[config.mk]
export PLATFORM = sky130hd
export DESIGN_NAME = pdu_ctrl
export DESIGN_NICKNAME = d
export VERILOG_FILES = /design/src/sv/pdu_pkg.sv /design/src/sv/pdu_ctrl.sv
export SDC_FILE = /design/constraint.sdc
export NUM_CORES = 1
export LEC_CHECK = 0
export ABC_CLOCK_PERIOD_IN_PS = 2400
export BUFFER_PORTS_ARGS = -buffer_cell sky130_fd_sc_hd__buf_2
export CORE_MARGIN = 5
export CORE_UTILIZATION = 42
export CTS_BUF_LIST = sky130_fd_sc_hd__clkbuf_4 sky130_fd_sc_hd__clkbuf_8
export CTS_CLUSTER_DIAMETER = 100
export DETAILED_ROUTE_END_ITERATION = 16
export HOLD_SLACK_MARGIN = 0.1
export SYNTH_ARGS = -nofsm -noshare
export SYNTH_HDL_FRONTEND = slang
export SYNTH_SLANG_ARGS = --single-unit
[constraint.sdc]
create_clock -name clk -period 2.4 [get_ports clk]
set_clock_uncertainty 0.1 [all_clocks]
set_input_delay 0.12 -clock clk [delete_from_list [all_inputs] [get_ports clk]]
set_output_delay 0.12 -clock clk [all_outputs]
set_load 0.02 [all_outputs]
[src/sv/pdu_pkg.sv]
// Package for the partial deviance unit: shared constants, datapath commands,
// status bundle and controller state encoding.
// No dependencies.
package pdu_pkg;

  // Operand and result widths
  localparam int IN_W     = 40;
  localparam int OUT_W    = 48;
  localparam int LOG_FRAC = 56;

  // ln(2) in Q62, rounded to nearest
  localparam logic [63:0] LN2_Q62 = 64'h2C5C85FDF473DE6B;

  // Datapath operations
  typedef enum logic [3:0] {
    OP_NONE,
    OP_LOAD,
    OP_PREP,
    OP_MUL,
    OP_DIV,
    OP_TERM_NEXT,
    OP_LOG_LOAD,
    OP_NORM,
    OP_LOG_STORE,
    OP_DM,
    OP_SER_END,
    OP_DIR_END,
    OP_FINISH
  } dp_op_t;

  // Multiplier operand pairs (each implies a result shift)
  typedef enum logic [2:0] {
    MS_UU,
    MS_PW,
    MS_DU,
    MS_AS,
    MS_MM,
    MS_DLN,
    MS_ALN
  } mul_src_t;

  // Divider jobs
  typedef enum logic {
    DS_FRAC,
    DS_TERM
  } div_src_t;

  // Item class after operand checks
  typedef enum logic [1:0] {
    CL_SPECIAL,
    CL_SERIES,
    CL_DIRECT
  } cls_t;

  typedef struct packed {
    dp_op_t   op;
    mul_src_t mul_src;
    div_src_t div_src;
    logic     log_b;
  } dp_cmd_t;

  typedef struct packed {
    cls_t cls;
    logic mul_done;
    logic div_done;
    logic m_norm;
    logic term_last;
    logic iter_last;
    logic log_b;
    logic out_free;
  } dp_status_t;

  typedef enum logic [4:0] {
    ST_IDLE,
    ST_PREP,
    ST_CLASS,
    ST_DIVU_WAIT,
    ST_MULW_GO,
    ST_MULW_WAIT,
    ST_MULP_GO,
    ST_MULP_WAIT,
    ST_DIVP_GO,
    ST_DIVP_WAIT,
    ST_MULT1_GO,
    ST_MULT1_WAIT,
    ST_MULT2_GO,
    ST_MULT2_WAIT,
    ST_SER_END,
    ST_NORM,
    ST_SQ_GO,
    ST_SQ_WAIT,
    ST_LOG_STORE,
    ST_LOGB,
    ST_DM,
    ST_DLN_GO,
    ST_DLN_WAIT,
    ST_ALN_GO,
    ST_ALN_WAIT,
    ST_DIR_END,
    ST_FINISH
  } state_t;

endpackage

[src/sv/pdu_ctrl.sv]
// Controller of the partial deviance unit: sequences the series or the direct
// evaluation through datapath commands, or finishes a special item directly.
// Depends on pdu_pkg.
module pdu_ctrl
  import pdu_pkg::*;
(
  input  logic       clk,
  input  logic       rst,
  input  logic       in_valid,
  output logic       in_stall,
  input  dp_status_t status,
  output dp_cmd_t    cmd
);

  state_t state, state_next;

  always_ff @(posedge clk) begin
    if (rst) begin
      state <= ST_IDLE;
    end else begin
      state <= state_next;
    end
  end

  assign in_stall = state != ST_IDLE;

  // Next state and commands
  always_comb begin
    state_next  = state;
    cmd.op      = OP_NONE;
    cmd.mul_src = MS_UU;
    cmd.div_src = DS_FRAC;
    cmd.log_b   = 1'b0;
    unique case (state)
      ST_IDLE: begin
        if (in_valid) begin
          cmd.op     = OP_LOAD;
          state_next = ST_PREP;
        end
      end
      ST_PREP: begin
        cmd.op     = OP_PREP;
        state_next = ST_CLASS;
      end
      ST_CLASS: begin
        unique case (status.cls)
          CL_SERIES: begin
            cmd.op      = OP_DIV;
            cmd.div_src = DS_FRAC;
            state_next  = ST_DIVU_WAIT;
          end
          CL_DIRECT: begin
            cmd.op     = OP_LOG_LOAD;
            cmd.log_b  = 1'b0;
            state_next = ST_NORM;
          end
          default: state_next = ST_FINISH;
        endcase
      end
      // Series branch
      ST_DIVU_WAIT: if (status.div_done) state_next = ST_MULW_GO;
      ST_MULW_GO: begin
        cmd.op      = OP_MUL;
        cmd.mul_src = MS_UU;
        state_next  = ST_MULW_WAIT;
      end
      ST_MULW_WAIT: if (status.mul_done) state_next = ST_MULP_GO;
      ST_MULP_GO: begin
        cmd.op      = OP_MUL;
        cmd.mul_src = MS_PW;
        state_next  = ST_MULP_WAIT;
      end
      ST_MULP_WAIT: if (status.mul_done) state_next = ST_DIVP_GO;
      ST_DIVP_GO: begin
        cmd.op      = OP_DIV;
        cmd.div_src = DS_TERM;
        state_next  = ST_DIVP_WAIT;
      end
      ST_DIVP_WAIT: begin
        if (status.div_done) begin
          if (status.term_last) begin
            state_next = ST_MULT1_GO;
          end else begin
            cmd.op     = OP_TERM_NEXT;
            state_next = ST_MULP_GO;
          end
        end
      end
      ST_MULT1_GO: begin
        cmd.op      = OP_MUL;
        cmd.mul_src = MS_DU;
        state_next  = ST_MULT1_WAIT;
      end
      ST_MULT1_WAIT: if (status.mul_done) state_next = ST_MULT2_GO;
      ST_MULT2_GO: begin
        cmd.op      = OP_MUL;
        cmd.mul_src = MS_AS;
        state_next  = ST_MULT2_WAIT;
      end
      ST_MULT2_WAIT: if (status.mul_done) state_next = ST_SER_END;
      ST_SER_END: begin
        cmd.op     = OP_SER_END;
        state_next = ST_FINISH;
      end
      // Direct branch: log2 of a, then of b
      ST_NORM: begin
        if (status.m_norm) begin
          state_next = ST_SQ_GO;
        end else begin
          cmd.op = OP_NORM;
        end
      end
      ST_SQ_GO: begin
        cmd.op      = OP_MUL;
        cmd.mul_src = MS_MM;
        state_next  = ST_SQ_WAIT;
      end
      ST_SQ_WAIT: begin
        if (status.mul_done) begin
          state_next = status.iter_last ? ST_LOG_STORE : ST_SQ_GO;
        end
      end
      ST_LOG_STORE: begin
        cmd.op     = OP_LOG_STORE;
        state_next = status.log_b ? ST_DM : ST_LOGB;
      end
      ST_LOGB: begin
        cmd.op     = OP_LOG_LOAD;
        cmd.log_b  = 1'b1;
        state_next = ST_NORM;
      end
      ST_DM: begin
        cmd.op     = OP_DM;
        state_next = ST_DLN_GO;
      end
      ST_DLN_GO: begin
        cmd.op      = OP_MUL;
        cmd.mul_src = MS_DLN;
        state_next  = ST_DLN_WAIT;
      end
      ST_DLN_WAIT: if (status.mul_done) state_next = ST_ALN_GO;
      ST_ALN_GO: begin
        cmd.op      = OP_MUL;
        cmd.mul_src = MS_ALN;
        state_next  = ST_ALN_WAIT;
      end
      ST_ALN_WAIT: if (status.mul_done) state_next = ST_DIR_END;
      ST_DIR_END: begin
        cmd.op     = OP_DIR_END;
        state_next = ST_FINISH;
      end
      // Hand the item to the output register
      ST_FINISH: begin
        if (status.out_free) begin
          cmd.op     = OP_FINISH;
          state_next = ST_IDLE;
        end
      end
      default: state_next = ST_IDLE;
    endcase
  end

endmodule
=== After elaboration in Yosys (flattened, before gate mapping) ===
Index checks and enable logic that the tools add are counted.

* Output and inout port bits: 10
* Register bits: 5
* Input port bits: 12

* Eq/ne operators: 40
* Reduce and logical (&&, ||, !) cells: 5
* Muxes and demuxes: 27

{| class="wikitable"
|+ Operators with widths
! kind !! count
|-
| 5-bit case mux with 26 select lines || 1
|-
| 5-bit two-way mux || 12
|-
| 5-bit == test (second input constant) || 11
|-
| 4-bit case mux with 13 select lines || 1
|-
| 5-bit by 4-bit == test with 1-bit output (second input constant) || 8
|-
| 2-bit != test (second input constant) || 12
|-
| 5-bit by 3-bit == test with 1-bit output (second input constant) || 4
|-
| 3-bit case mux with 6 select lines || 1
|-
| 3-bit two-way mux || 4
|-
| 12-bit AND reduction || 1
|-
| 5-bit by 2-bit == test with 1-bit output (second input constant) || 2
|-
| 5-bit case mux with 2 select lines || 1
|-
| 4-bit two-way mux || 2
|-
| 7-bit OR reduction || 1
|-
| 3-bit case mux with 2 select lines || 1
|-
| 5-bit by 1-bit == test with 1-bit output (second input constant) || 1
|-
| 5-bit logical NOT || 1
|-
| 5-bit nonzero test || 1
|-
| 1-bit two-way mux || 3
|-
| 2-bit by 1-bit == test with 1-bit output (second input constant) || 1
|-
| 2-bit == test (second input constant) || 1
|-
| 2-bit two-way mux || 1
|-
| 2-bit OR reduction || 1
|}

=== Depth between registers and ports, before layout ===
Gate-level depths: netlist of run 1.

* Word-level depth: 3
* Depth in mapped cells: 7
* Mapped depth without buffers: 7

=== Worst setup path after synthesis of run 1 ===
OpenSTA, ideal clock, no wires.

* Path kind: reg2reg
* Start: register state[0]
* End: register state[0]
* Data arrival time: 1.538 ns
* Setup slack: 0.646 ns
* Clock period less this slack: 1.754 ns
* Buffers on the path: 1
* Library setup time: 0.116 ns
* Required time: 2.184 ns
* Stages on the path, launching flop included: 7
* Cell sequence: dfxtp_1 > buf_6 > nor3_1 > nand2_1 > o211ai_2 > or4_1 > o211a_1

* Word-level cells in the longest chain between the ends: 3
* Elaborated cells between the ends (all ways): 42
* Those cells by class: 38 x eq/ne; 1 x mux; 3 x reduce/logical

{| class="wikitable"
|+ Ends and longest elaborated chain
! item !! line !! text
|-
| from (decl) || pdu_ctrl.sv:15 || <nowiki>state_t state, state_next;</nowiki>
|-
| from (signal assigned) || pdu_ctrl.sv:21 || <nowiki>state <= state_next;</nowiki>
|-
| 5-bit == test (tied with other cells) || pdu_ctrl.sv:34 || <nowiki>unique case (state)</nowiki>
|-
| 2-bit OR reduction (no line) or 2-bit != test (tied branches) || n/a ||
|-
| 5-bit case mux with 26 select lines or 12-bit AND reduction (tied branches) || n/a ||
|}

Several ways; a longest one is shown, not always the timed one.
A chain may end at the register's enable or synchronous reset.

==> metrics.yaml, run 1 <==
status:
  status: "finished clean"
worst_setup_path:
  cp_data_required_time_ns: 2.18
  end_kind: "output port"
  crit_path_max_incr_delay_ns: 0.54
  cp_slowest_cell: "dfxtp_1"
  path_class: "reg -> out"
  path_cells: "buf_4 -> nand2b_4 -> o21ai_0 -> a22o_1 -> nand2_1 -> o221ai_1 -> buf_2"
  cp_max_fo: 12
  critical-path-top-delay-family: "compound AO/OA/AOI/OAI gates"
  cp.arrival_ns: 1.99
  critPathBufInv: 2
  start_kind: "register"
yosys:
  synth_compound_area_frac: 0.377
  synth_area_sq_mm: 0.00108
  synth_xor_area_frac: 0.0243
  ys_types: 58
  synth_seq_cells: 5
  synth_top_family_by_area: "compound AO/OA/AOI/OAI gates"
  synth-simple-area-share: 0.327
  synthMuxAreaShare: 0.0371
  synth_enable_flop_cells: 0
  synth.avg_cell_area_sq_um: 7.01
  synth_seq_area_share: 0.0927
  ys_async_sr_fraction: 0
  post_synth_inst_count: 154
  synth-main-ff-cell: "dfxtp_1"
  synth_fp_nets: 168
  yosysWarnings: 0
  synth-adder-area-share: 0.0232
pwr:
  internal_power_w: 0.000756
  comb_power_share: 0.781
  p_seq_frac: 0.153
  ir_drop_v: 0.000625
  powerDensity_mw_per_mm2: 1320
  p_sw_w: 0.000898
  leakage_nw: 0.522
  switching_share: 0.543
  power.total_w: 0.00165
  clockPowerShare: 0.066
global_route:
  grt_first_pass_wirelength_mm: 5.40
  antenna_found_initial: 0
  grt_usage: 0.190
  top_usage_layer: "met2"
  grt_util_met2: 0.313
  grt_pass1_vias: 1152
  gr-total-overflow: 0
  grtUsageMet3: 0.0383
  grt_max_degree: 17
  met1_usage: 0.258
clock_tree:
  insertion_delay_ns: 0.24
  cts.repair.resized: 0
  clock_path_buffers: 2
  ctsRootBufferMaster: "clkbuf_4"
  cts-buffers-inserted: 3
  cts_setup_buffers: 0
  cts_num_sinks: 5
  path_clk_slew_ns: 0.04
  cts_tree: "built"
  htreeDepth: 1
placed_design:
  gp_congestion: 0.930
  dpl.cell_count: 201
  place_hpwl_mm: 2.44
  place_ws_ns: 0.385
  numPortBuffers: 21
layout:
  largest_register_ff_count: 5
  regMostFlops: "state"
  finalNonFillerCells: 206
  area_delta_synth_final_pct: 16.0
  drive_gt1_frac: 0.261
  antenna_cells: 0
  fin_nets: 191
  largest_registers: "state x5"
  nFillCells: 279
die:
  die_x_um: 60.7
  die_area_sq_mm: 0.00369
  initial_utilization: 0.436
  ioPinCount: 22
  core_sq_mm: 0.00248
  std_cell_rows: 18
  chipHeight_um: 60.7
routing:
  first_iter_violations: 32
  vias: 1242
  drc: 0
  antenna_left: 0
  vias_per_cell: 6.03
  drt_wl_total_mm: 3.08
  drt_pass1_iterations: 4
  wl_per_cell_um: 14.9
timing:
  min_period_over_period: 0.922
  relSlewSlack: 0.658
  tightest_slew_ns: 0.512
  fmax_ghz: 0.452
  drv_slew: 0
  min_period_ns: 2.21
  setup_ws_ns: 0.188
  setup_viol: 0
  finalHoldViolations: 0
  fin_tns_setup_ns: 0
  rsz0062_at_grt: "no"
run:
  max_cap_viol_count: 0
min_path:
  hp-class: "in -> reg"
==> cell families (layout without fill, tap and decap cells) <==
group,Yosys count,after routing
AND/OR/NAND/NOR,63,63
AO/OA/AOI/OAI,56,56
buffers and inverters,21,43
flip-flops,5,5
multiplexers,4,4
XOR/XNOR,3,3
adder cells (fa/ha/maj),2,2
==> tightest hold or removal path, delay by kind of cell <==
kind                   cells  cell delay [ns]
buffers and inverters      1             0.10
AO/OA/AOI/OAI              1             0.07
multiplexers               1             0.11
AND/OR/NAND/NOR            2             0.17
==> through the flow <==
stage / cell area [sq um] / utilization / hold slack, ns
floorplan: 1080 / - / 0.0846
global placement: 1210 / 0.489 / 0.247
detailed placement: 1210 / 0.489 / 0.251
CTS: 1250 / 0.506 / 0.267
global route: 1250 / 0.506 / 0.339
finish: 1250 / 0.506 / 0.272
==> final timing paths <==
kind / from / to / slack (ns) / cells past startpoint
min: status[1] / state[2] / 0.27 / 5
max: state[3] / cmd[6] / 0.19 / 7
min reg2reg: state[3] / state[3] / 0.53 / 2
max reg2reg: state[1] / state[0] / 0.36 / 5
==> metal layers <==
metal | part of all wire | wire (um)
met4 | 0.0033 | 10
met1 | 0.43 | 1340
met5 | 0 | 0
met3 | 0.080 | 247
met2 | 0.48 | 1480
==> synthesized netlist by cell type, drive strengths merged, types with 3 or more instances <==
cell type  number  area share
a211oi          5       0.039
a21oi          15       0.076
buf            13       0.079
dfxtp           5       0.093
inv             5       0.017
mux2i           4       0.037
nand2          12       0.042
nand2b          7       0.048
nand3           4       0.019
nor2           17       0.059
nor2b           4       0.030
nor3            5       0.028
o211ai          3       0.030
o21ai           8       0.037
or3             3       0.017
==> placed cells by master, fill, tap and decap left out, drive strengths merged, types with 2 or more instances in the layout <==
cell type,netlist,final
or4b,2,2
nand2b,7,7
nand2,12,12
nor3,5,5
nor4b,2,2
a311oi,2,2
or4,2,2
o22ai,2,2
clkbuf,2,4
ha,2,2
o21ai,8,8
a211oi,5,5
a21oi,15,15
mux2i,4,4
or3,3,3
dfxtp,5,5
buf,13,32
nand3,4,4
nor2,17,17
o31ai,2,2
nor2b,4,4
xor2,2,2
inv,5,5
a22o,2,2
o211ai,3,3
==> power groups by stage <==
stage	clock network [W]	logic (W)	registers, W
final	0.000110	0.00129	0.000252
after global routing	0.000122	0.00143	0.000267
after CTS	0.000112	0.00129	0.000249
after detailed placement	0	0.00129	0.000250
after global placement	0	0.00129	0.000252
after floorplan	0	0.00110	0.000151
==> repair_timing <==
action | in CTS | in global routing
hold buffers | 1 | 0
setup endpoints to repair | 0 | 0
hold endpoints to repair | 1 | 0
==> area by class of cell <==
cell class | count | area, sq um | area share
inverter | 6 | 36.3 | 0.0290
tap | 30 | 37.5 | 0.0300
timing repair buffer | 33 | 198 | 0.158
multi-input combinational | 128 | 851 | 0.679
clock buffer | 4 | 30.0 | 0.0240
sequential | 5 | 100 | 0.0799
Note: power is estimated with default switching activity, not from simulation.
==> run 2: changes to the inputs <==
- CORE_UTILIZATION: 42 -> 25
- CTS_BUF_LIST: sky130_fd_sc_hd__clkbuf_4 sky130_fd_sc_hd__clkbuf_8 -> sky130_fd_sc_hd__clkbuf_2
==> run 2 against run 1 <==
Effect of this change: setup slack worse by 0.040 ns; wire length up 7.7%; sequential power down 2%; clock power down 24%; non-clock buffer count up 1; combinational power up 4%; die area up 56%; critical path depth down 1; first-iteration DRC count rose to 2.8 times the previous value; critical path type unchanged; largest power group unchanged.
==> metrics.yaml, run 2 (synthesis results as in run 1) <==
global_route:
  antenna_found_initial: 0  # unchanged
  grt_max_degree: 18  # was 17
  gr-total-overflow: 0  # unchanged
  grt_pass1_vias: 1165  # was 1152
  grt_first_pass_wirelength_mm: 5.62  # was 5.40 mm
  grt_usage: 0.125  # was 0.190
timing:
  hold_ws_ns: 0.281  # was 0.272 ns
  fmax_ghz: 0.444  # was 0.452 GHz
  setup_viol: 0  # unchanged
  finalHoldViolations: 0  # unchanged
  rsz0062_at_grt: "no"  # unchanged
  min_period_over_period: 0.938  # was 0.922
  tightest_slew_ns: 0.554  # was 0.512 ns
  setup_ws_ns: 0.148  # was 0.188 ns
  relSlewSlack: 0.630  # was 0.658
  drv_slew: 0  # unchanged
  fin_tns_setup_ns: 0  # unchanged
  min_period_ns: 2.25  # was 2.21 ns
layout:
  antenna_cells: 0  # unchanged
  final_area_sq_mm: 0.00128  # was 0.00125 sq mm
  layout_common_cells: "21 x buf_2, 17 x nor2_1, 13 x a21oi_1, 12 x nand2_1, 12 x buf_4"  # was 21 x buf_2, 17 x nor2_1, 13 x a21oi_1, 12 x nand2_1, 11 x buf_4
  regMostFlops: "state"  # unchanged
  fin_nets: 192  # was 191
  largest_registers: "state x5"  # unchanged
  largest_register_ff_count: 5  # unchanged
  area_delta_synth_final_pct: 18.3  # was 16.0%
  final_common_cell: "buf_2"  # unchanged
  drive_gt1_frac: 0.266  # was 0.261
min_path:
  hp-class: "in -> reg"  # unchanged
clock_tree:
  cts_setup_buffers: 0  # unchanged
  ctsRootBufferMaster: "clkbuf_2"  # was clkbuf_4
  insertion_delay_ns: 0.23  # was 0.24 ns
  cts_tree: "built"  # unchanged
  path_clk_slew_ns: 0.07  # was 0.04 ns
  clock_path_buffers: 2  # unchanged
  cts_num_sinks: 5  # unchanged
  cts-buffers-inserted: 3  # unchanged
  htreeDepth: 1  # unchanged
worst_setup_path:
  worstSetupStartpoint: "state[1]"  # was state[3]
  cp_max_fo: 17  # was 12
  reg2regPathDepth: 5  # unchanged
  critPathCapture: "cmd[6]"  # unchanged
  start_kind: "register"  # unchanged
  path_class: "reg -> out"  # unchanged
  r2r_slack_ns: 0.38  # was 0.36 ns
  cp_data_required_time_ns: 2.18  # about the same
  end_kind: "output port"  # unchanged
  regToRegStartpoint: "state[1]"  # unchanged
  r2r-end: "state[0]"  # unchanged
  cp.arrival_ns: 2.03  # was 1.99 ns
pwr:
  leakage_nw: 0.526  # was 0.522 nW
  ir_drop_v: 0.000504  # was 0.000625 V
  powerDensity_mw_per_mm2: 1310  # was 1320 mW/mm^2
  power.total_w: 0.00167  # was 0.00165 W
routing:
  wl_per_cell_um: 14.5  # was 14.9 um
  vias: 1244  # was 1242
  antenna_left: 0  # unchanged
  first_iter_violations: 88  # was 32
  drc: 0  # unchanged
  vias_per_cell: 5.43  # was 6.03
  drt_wl_total_mm: 3.31  # was 3.08 mm
  drt_pass1_iterations: 4  # unchanged
placed_design:
  gp_congestion: 0.978  # was 0.930
  place_ws_ns: 0.408  # was 0.385 ns
  numPortBuffers: 21  # unchanged
  post_dp_cell_area_sq_mm: 0.00125  # was 0.00121 sq mm
  place_hpwl_mm: 2.60  # was 2.44 mm
status:
  status: "finished clean"  # unchanged
die:
  ioPinCount: 22  # unchanged
  die_x_um: 75.7  # was 60.7 um
  chipHeight_um: 75.7  # was 60.7 um
  core_sq_mm: 0.00426  # was 0.00248 sq mm
  std_cell_rows: 24  # was 18
  die_area_sq_mm: 0.00573  # was 0.00369 sq mm
  initial_utilization: 0.253  # was 0.436
run:
  max_cap_viol_count: 0  # unchanged
run 2: cell count changes in the layout (fill, tap and decap cells not counted):
cell	previous run	this run
clkbuf_2	0	4
buf_4	11	12
clkbuf_4	4	0
run 2: per-stage QoR:
step                utilization  instances
detailed placement        0.293        224
global route              0.300        229
floorplan                     -        154
global placement          0.293        224
finish                    0.300        229
CTS                       0.300        229
run 2: where the power goes:
group	switching (W)	internal (W)
Combinational	0.000760	0.000582
Clock	0.0000395	0.0000442
Sequential	0.000126	0.000120
Total	0.000926	0.000746
run 2: area by class of cell:
class,instances,area [sq um]
clock buffers,4,20.0
inverters,6,36.3
multi-input cells,128,851
fillers,463,2990
well taps,52,65.1
flip-flops and latches,5,100
repair buffers,34,205
run 2: metal layers:
layer	track usage	up-vias	wire [um]
li1	-	618	-
met1	0.174	574	1550
met2	0.195	46	1480
met3	0.0185	6	229
met4	0.0447	0	52
met5	0	-	0
run 2: worst min path at each step:
stage / startpoint / to / slack, ns / depth (start not counted)
2_1_floorplan: rst / state[4] / 0.08 / 1
3_3_place_gp: rst / state[4] / 0.28 / 2
6_report: status[1] / state[2] / 0.28 / 5
3_5_place_dp: rst / state[4] / 0.28 / 2
4_1_cts: status[1] / state[2] / 0.28 / 5
5_1_grt: status[1] / state[2] / 0.31 / 5
run 2: worst max-delay path, stage by stage (launching register included):
cell and delay, ns:
dfxtp_1 0.67, buf_4 0.31, o21ai_0 0.20, a22o_1 0.27, nand2_1 0.06, o221ai_1 0.11, buf_2 0.18
run 2: timing repair:
action | CTS | global route
resized for setup | 0 | 0
hold buffers | 1 | 0
endpoints found under the hold margin | 1 | 0
==> run 3: changes to the inputs <==
- ABC_AREA: default -> 1
- PLACE_DENSITY: default -> 0.45
==> run 3 against run 2 <==
Effect of this change: total power fell by 18%; largest power group unchanged; combinational power is 18% lower; wire length is 13% higher; clock-buffer cell count stayed put.
==> metrics.yaml, run 3 <==
global_route:
  grt_pass1_vias: 1275  # was 1165
  grt_max_degree: 16  # was 18
  antenna_found_initial: 0  # unchanged
  gr-total-overflow: 0  # unchanged
  grt_usage: 0.139  # was 0.125
  grt_first_pass_wirelength_mm: 6.07  # was 5.62 mm
yosys:
  synth.avg_cell_area_sq_um: 5.04  # was 7.01 sq um
  synth_fp_nets: 223  # was 168
  synth_top_area_share: 0.224  # was 0.0927
  ys_types: 22  # was 58
  synth_xor_area_frac: 0  # was 0.0243
  synth_seq_cells: 5  # unchanged
  synth-simple-area-share: 0.662  # was 0.327
  yosysMostFrequentCell: "nand2_1"  # was nor2_1
  synth_top_family_by_area: "simple AND/OR/NAND/NOR gates"  # was compound AO/OA/AOI/OAI gates
  synth-main-ff-cell: "dfxtp_1"  # unchanged
  synth_compound_area_frac: 0.0748  # was 0.377
  synth_area_sq_mm: 0.00105  # was 0.00108 sq mm
  synthMuxAreaShare: 0  # was 0.0371
  synth_enable_flop_cells: 0  # unchanged
  ys_async_sr_fraction: 0  # unchanged
  synth-adder-area-share: 0.0238  # was 0.0232
  synth.largest_area_cell: "nand2_1"  # was dfxtp_1
  synth_seq_area_share: 0.0950  # was 0.0927
  synthTopCellsByArea: "nand2_1 22%, nand3_1 15%, nor2_1 14%"  # was dfxtp_1 9.3%, a21oi_1 6.0%, nor2_1 5.9%
  post_synth_inst_count: 209  # was 154
  yosysWarnings: 0  # unchanged
  synthTopCellsByCount: "63 x nand2_1, 39 x nor2_1, 31 x nand3_1"  # was 17 x nor2_1, 13 x a21oi_1, 12 x nand2_1
worst_setup_path:
  worstSetupStartpoint: "state[0]"  # was state[1]
  critPathCapture: "cmd[5]"  # was cmd[6]
  r2r-end: "state[1]"  # was state[0]
  crit_path_max_incr_delay_ns: 0.55  # was 0.67 ns
  path_class: "reg -> out"  # unchanged
  cp_max_fo: 8  # was 17
  start_kind: "register"  # unchanged
  r2r_slack_ns: 0.41  # was 0.38 ns
  cp_slowest_cell: "dfxtp_1"  # unchanged
  cp.arrival_ns: 1.99  # was 2.03 ns
  reg2regPathDepth: 8  # was 5
  end_kind: "output port"  # unchanged
  path_cells: "inv_2 -> nor2_2 -> nand3_1 -> nand2_1 -> nor2_1 -> nand2_1 -> nor2_1 -> nand4_1 -> buf_2"  # was buf_4 -> o21ai_0 -> a22o_1 -> nand2_1 -> o221ai_1 -> buf_2
  regToRegStartpoint: "state[0]"  # was state[1]
  cp_data_required_time_ns: 2.18  # about the same
routing:
  vias_per_cell: 5.09  # was 5.43
  drt_wl_total_mm: 3.76  # was 3.31 mm
  drt_pass1_iterations: 4  # unchanged
  drc: 0  # unchanged
  first_iter_violations: 112  # was 88
  antenna_left: 0  # unchanged
  vias: 1424  # was 1244
  wl_per_cell_um: 13.4  # was 14.5 um
die:
  chipHeight_um: 74.9  # was 75.7 um
  core_sq_mm: 0.00403  # was 0.00426 sq mm
  ioPinCount: 22  # unchanged
  die_x_um: 74.9  # was 75.7 um
  std_cell_rows: 23  # was 24
  initial_utilization: 0.261  # was 0.253
  die_area_sq_mm: 0.00561  # was 0.00573 sq mm
clock_tree:
  ctsRootBufferMaster: "clkbuf_2"  # unchanged
  htreeDepth: 1  # unchanged
  path_clk_slew_ns: 0.06  # was 0.07 ns
  cts_num_sinks: 5  # unchanged
  cts-buffers-inserted: 3  # unchanged
  cts_setup_buffers: 0  # unchanged
  insertion_delay_ns: 0.22  # was 0.23 ns
  cts_tree: "built"  # unchanged
  clock_path_buffers: 2  # unchanged
status:
  status: "finished clean"  # unchanged
timing:
  setup_viol: 0  # unchanged
  drv_slew: 0  # unchanged
  min_period_over_period: 0.922  # was 0.938
  tightest_slew_ns: 0.425  # was 0.554 ns
  fin_tns_setup_ns: 0  # unchanged
  finalHoldViolations: 0  # unchanged
  fmax_ghz: 0.452  # was 0.444 GHz
  relSlewSlack: 0.717  # was 0.630
  min_period_ns: 2.21  # was 2.25 ns
  rsz0062_at_grt: "no"  # unchanged
layout:
  area_delta_synth_final_pct: 15.1  # was 18.3%
  layout_common_cells: "63 x nand2_1, 39 x nor2_1, 31 x nand3_1, 23 x inv_1, 21 x buf_2"  # was 21 x buf_2, 17 x nor2_1, 13 x a21oi_1, 12 x nand2_1, 12 x buf_4
  post-route-util: 0.301  # was 0.300
  largest_register_ff_count: 5  # unchanged
  fin_nets: 245  # was 192
  final_common_cell: "nand2_1"  # was buf_2
  drive_gt1_frac: 0.178  # was 0.266
  antenna_cells: 0  # unchanged
  regMostFlops: "state"  # unchanged
  largest_registers: "state x5"  # unchanged
pwr:
  powerDensity_mw_per_mm2: 1130  # was 1310 mW/mm^2
  ir_drop_v: 0.000325  # was 0.000504 V
  leakage_nw: 0.738  # was 0.526 nW
  power.total_w: 0.00137  # was 0.00167 W
placed_design:
  place_hpwl_mm: 3.07  # was 2.60 mm
  gp_congestion: 0.920  # was 0.978
  numPortBuffers: 21  # unchanged
run:
  max_cap_viol_count: 0  # unchanged
min_path:
  hp-class: "in -> reg"  # unchanged
-- run 3: worst max-delay path: cells and delay by family, from the launching register on --
kind	cells	cell delay (ns)
AND/OR/NAND/NOR	7	0.96
flip-flops	1	0.55
buffers and inverters	2	0.26
-- run 3: worst min path at each step --
| stage | startpoint | to | slack, ns | depth (start not counted) |
|---|---|---|---|---|
| 6_report | status[6] | state[1] | 0.35 | 6 |
| 5_1_grt | status[6] | state[1] | 0.39 | 6 |
| 4_1_cts | status[6] | state[1] | 0.33 | 6 |
| 3_5_place_dp | rst | state[4] | 0.26 | 2 |
| 3_3_place_gp | rst | state[4] | 0.25 | 2 |
| 2_1_floorplan | rst | state[0] | 0.09 | 1 |
-- run 3: cell type report --
| cell class | count | area [sq um] |
|---|---|---|
| fill | 487 | 2820 |
| multi-input combinational | 172 | 806 |
| timing repair buffer | 24 | 130 |
| sequential | 5 | 100 |
| inverter | 25 | 93.8 |
| tap | 50 | 62.6 |
| clock buffer | 4 | 20.0 |
-- run 3: per-stage QoR --
| stage | setup WS (ns) | instances | cell area (sq um) | hold slack [ns] |
|---|---|---|---|---|
| global route | 0.0594 | 280 | 1210 | 0.389 |
| floorplan | 0.755 | 209 | 1050 | 0.0891 |
| CTS | 0.197 | 280 | 1210 | 0.328 |
| global placement | 0.370 | 275 | 1180 | 0.254 |
| finish | 0.187 | 280 | 1210 | 0.348 |
| detailed placement | 0.443 | 275 | 1180 | 0.258 |
-- run 3: timing repair --
| item | CTS | global route |
|---|---|---|
| hold endpoints to repair | 5 | 0 |
| hold buffers | 1 | 0 |
| gates resized for setup | 0 | 1 |
| endpoints found under the setup margin | 0 | 1 |
-- run 3: per-layer routing --
metal | up-vias | GRT usage | share of wire
met3 | 13 | 0.0320 | 0.064
met2 | 65 | 0.216 | 0.45
met4 | 0 | 0.0375 | 0.027
li1 | 721 | - | -
met1 | 625 | 0.193 | 0.46
met5 | - | 0 | 0
-- run 3: kinds of logic after synthesis --
| group | Yosys count |
|---|---|
| AND/OR/NAND/NOR | 156 |
| flip-flops | 5 |
| AO/OA/AOI/OAI | 14 |
| adder cells (fa/ha/maj) | 2 |
| buffers and inverters | 32 |
-- run 3: report_power, final --
group	switching, W	leakage (nW)	internal [W]	total [W]
sequential	0.0000811	0.0409	0.000117	0.000198
combinational	0.000763	0.680	0.000334	0.00110
clock	0.0000353	0.0166	0.0000441	0.0000793
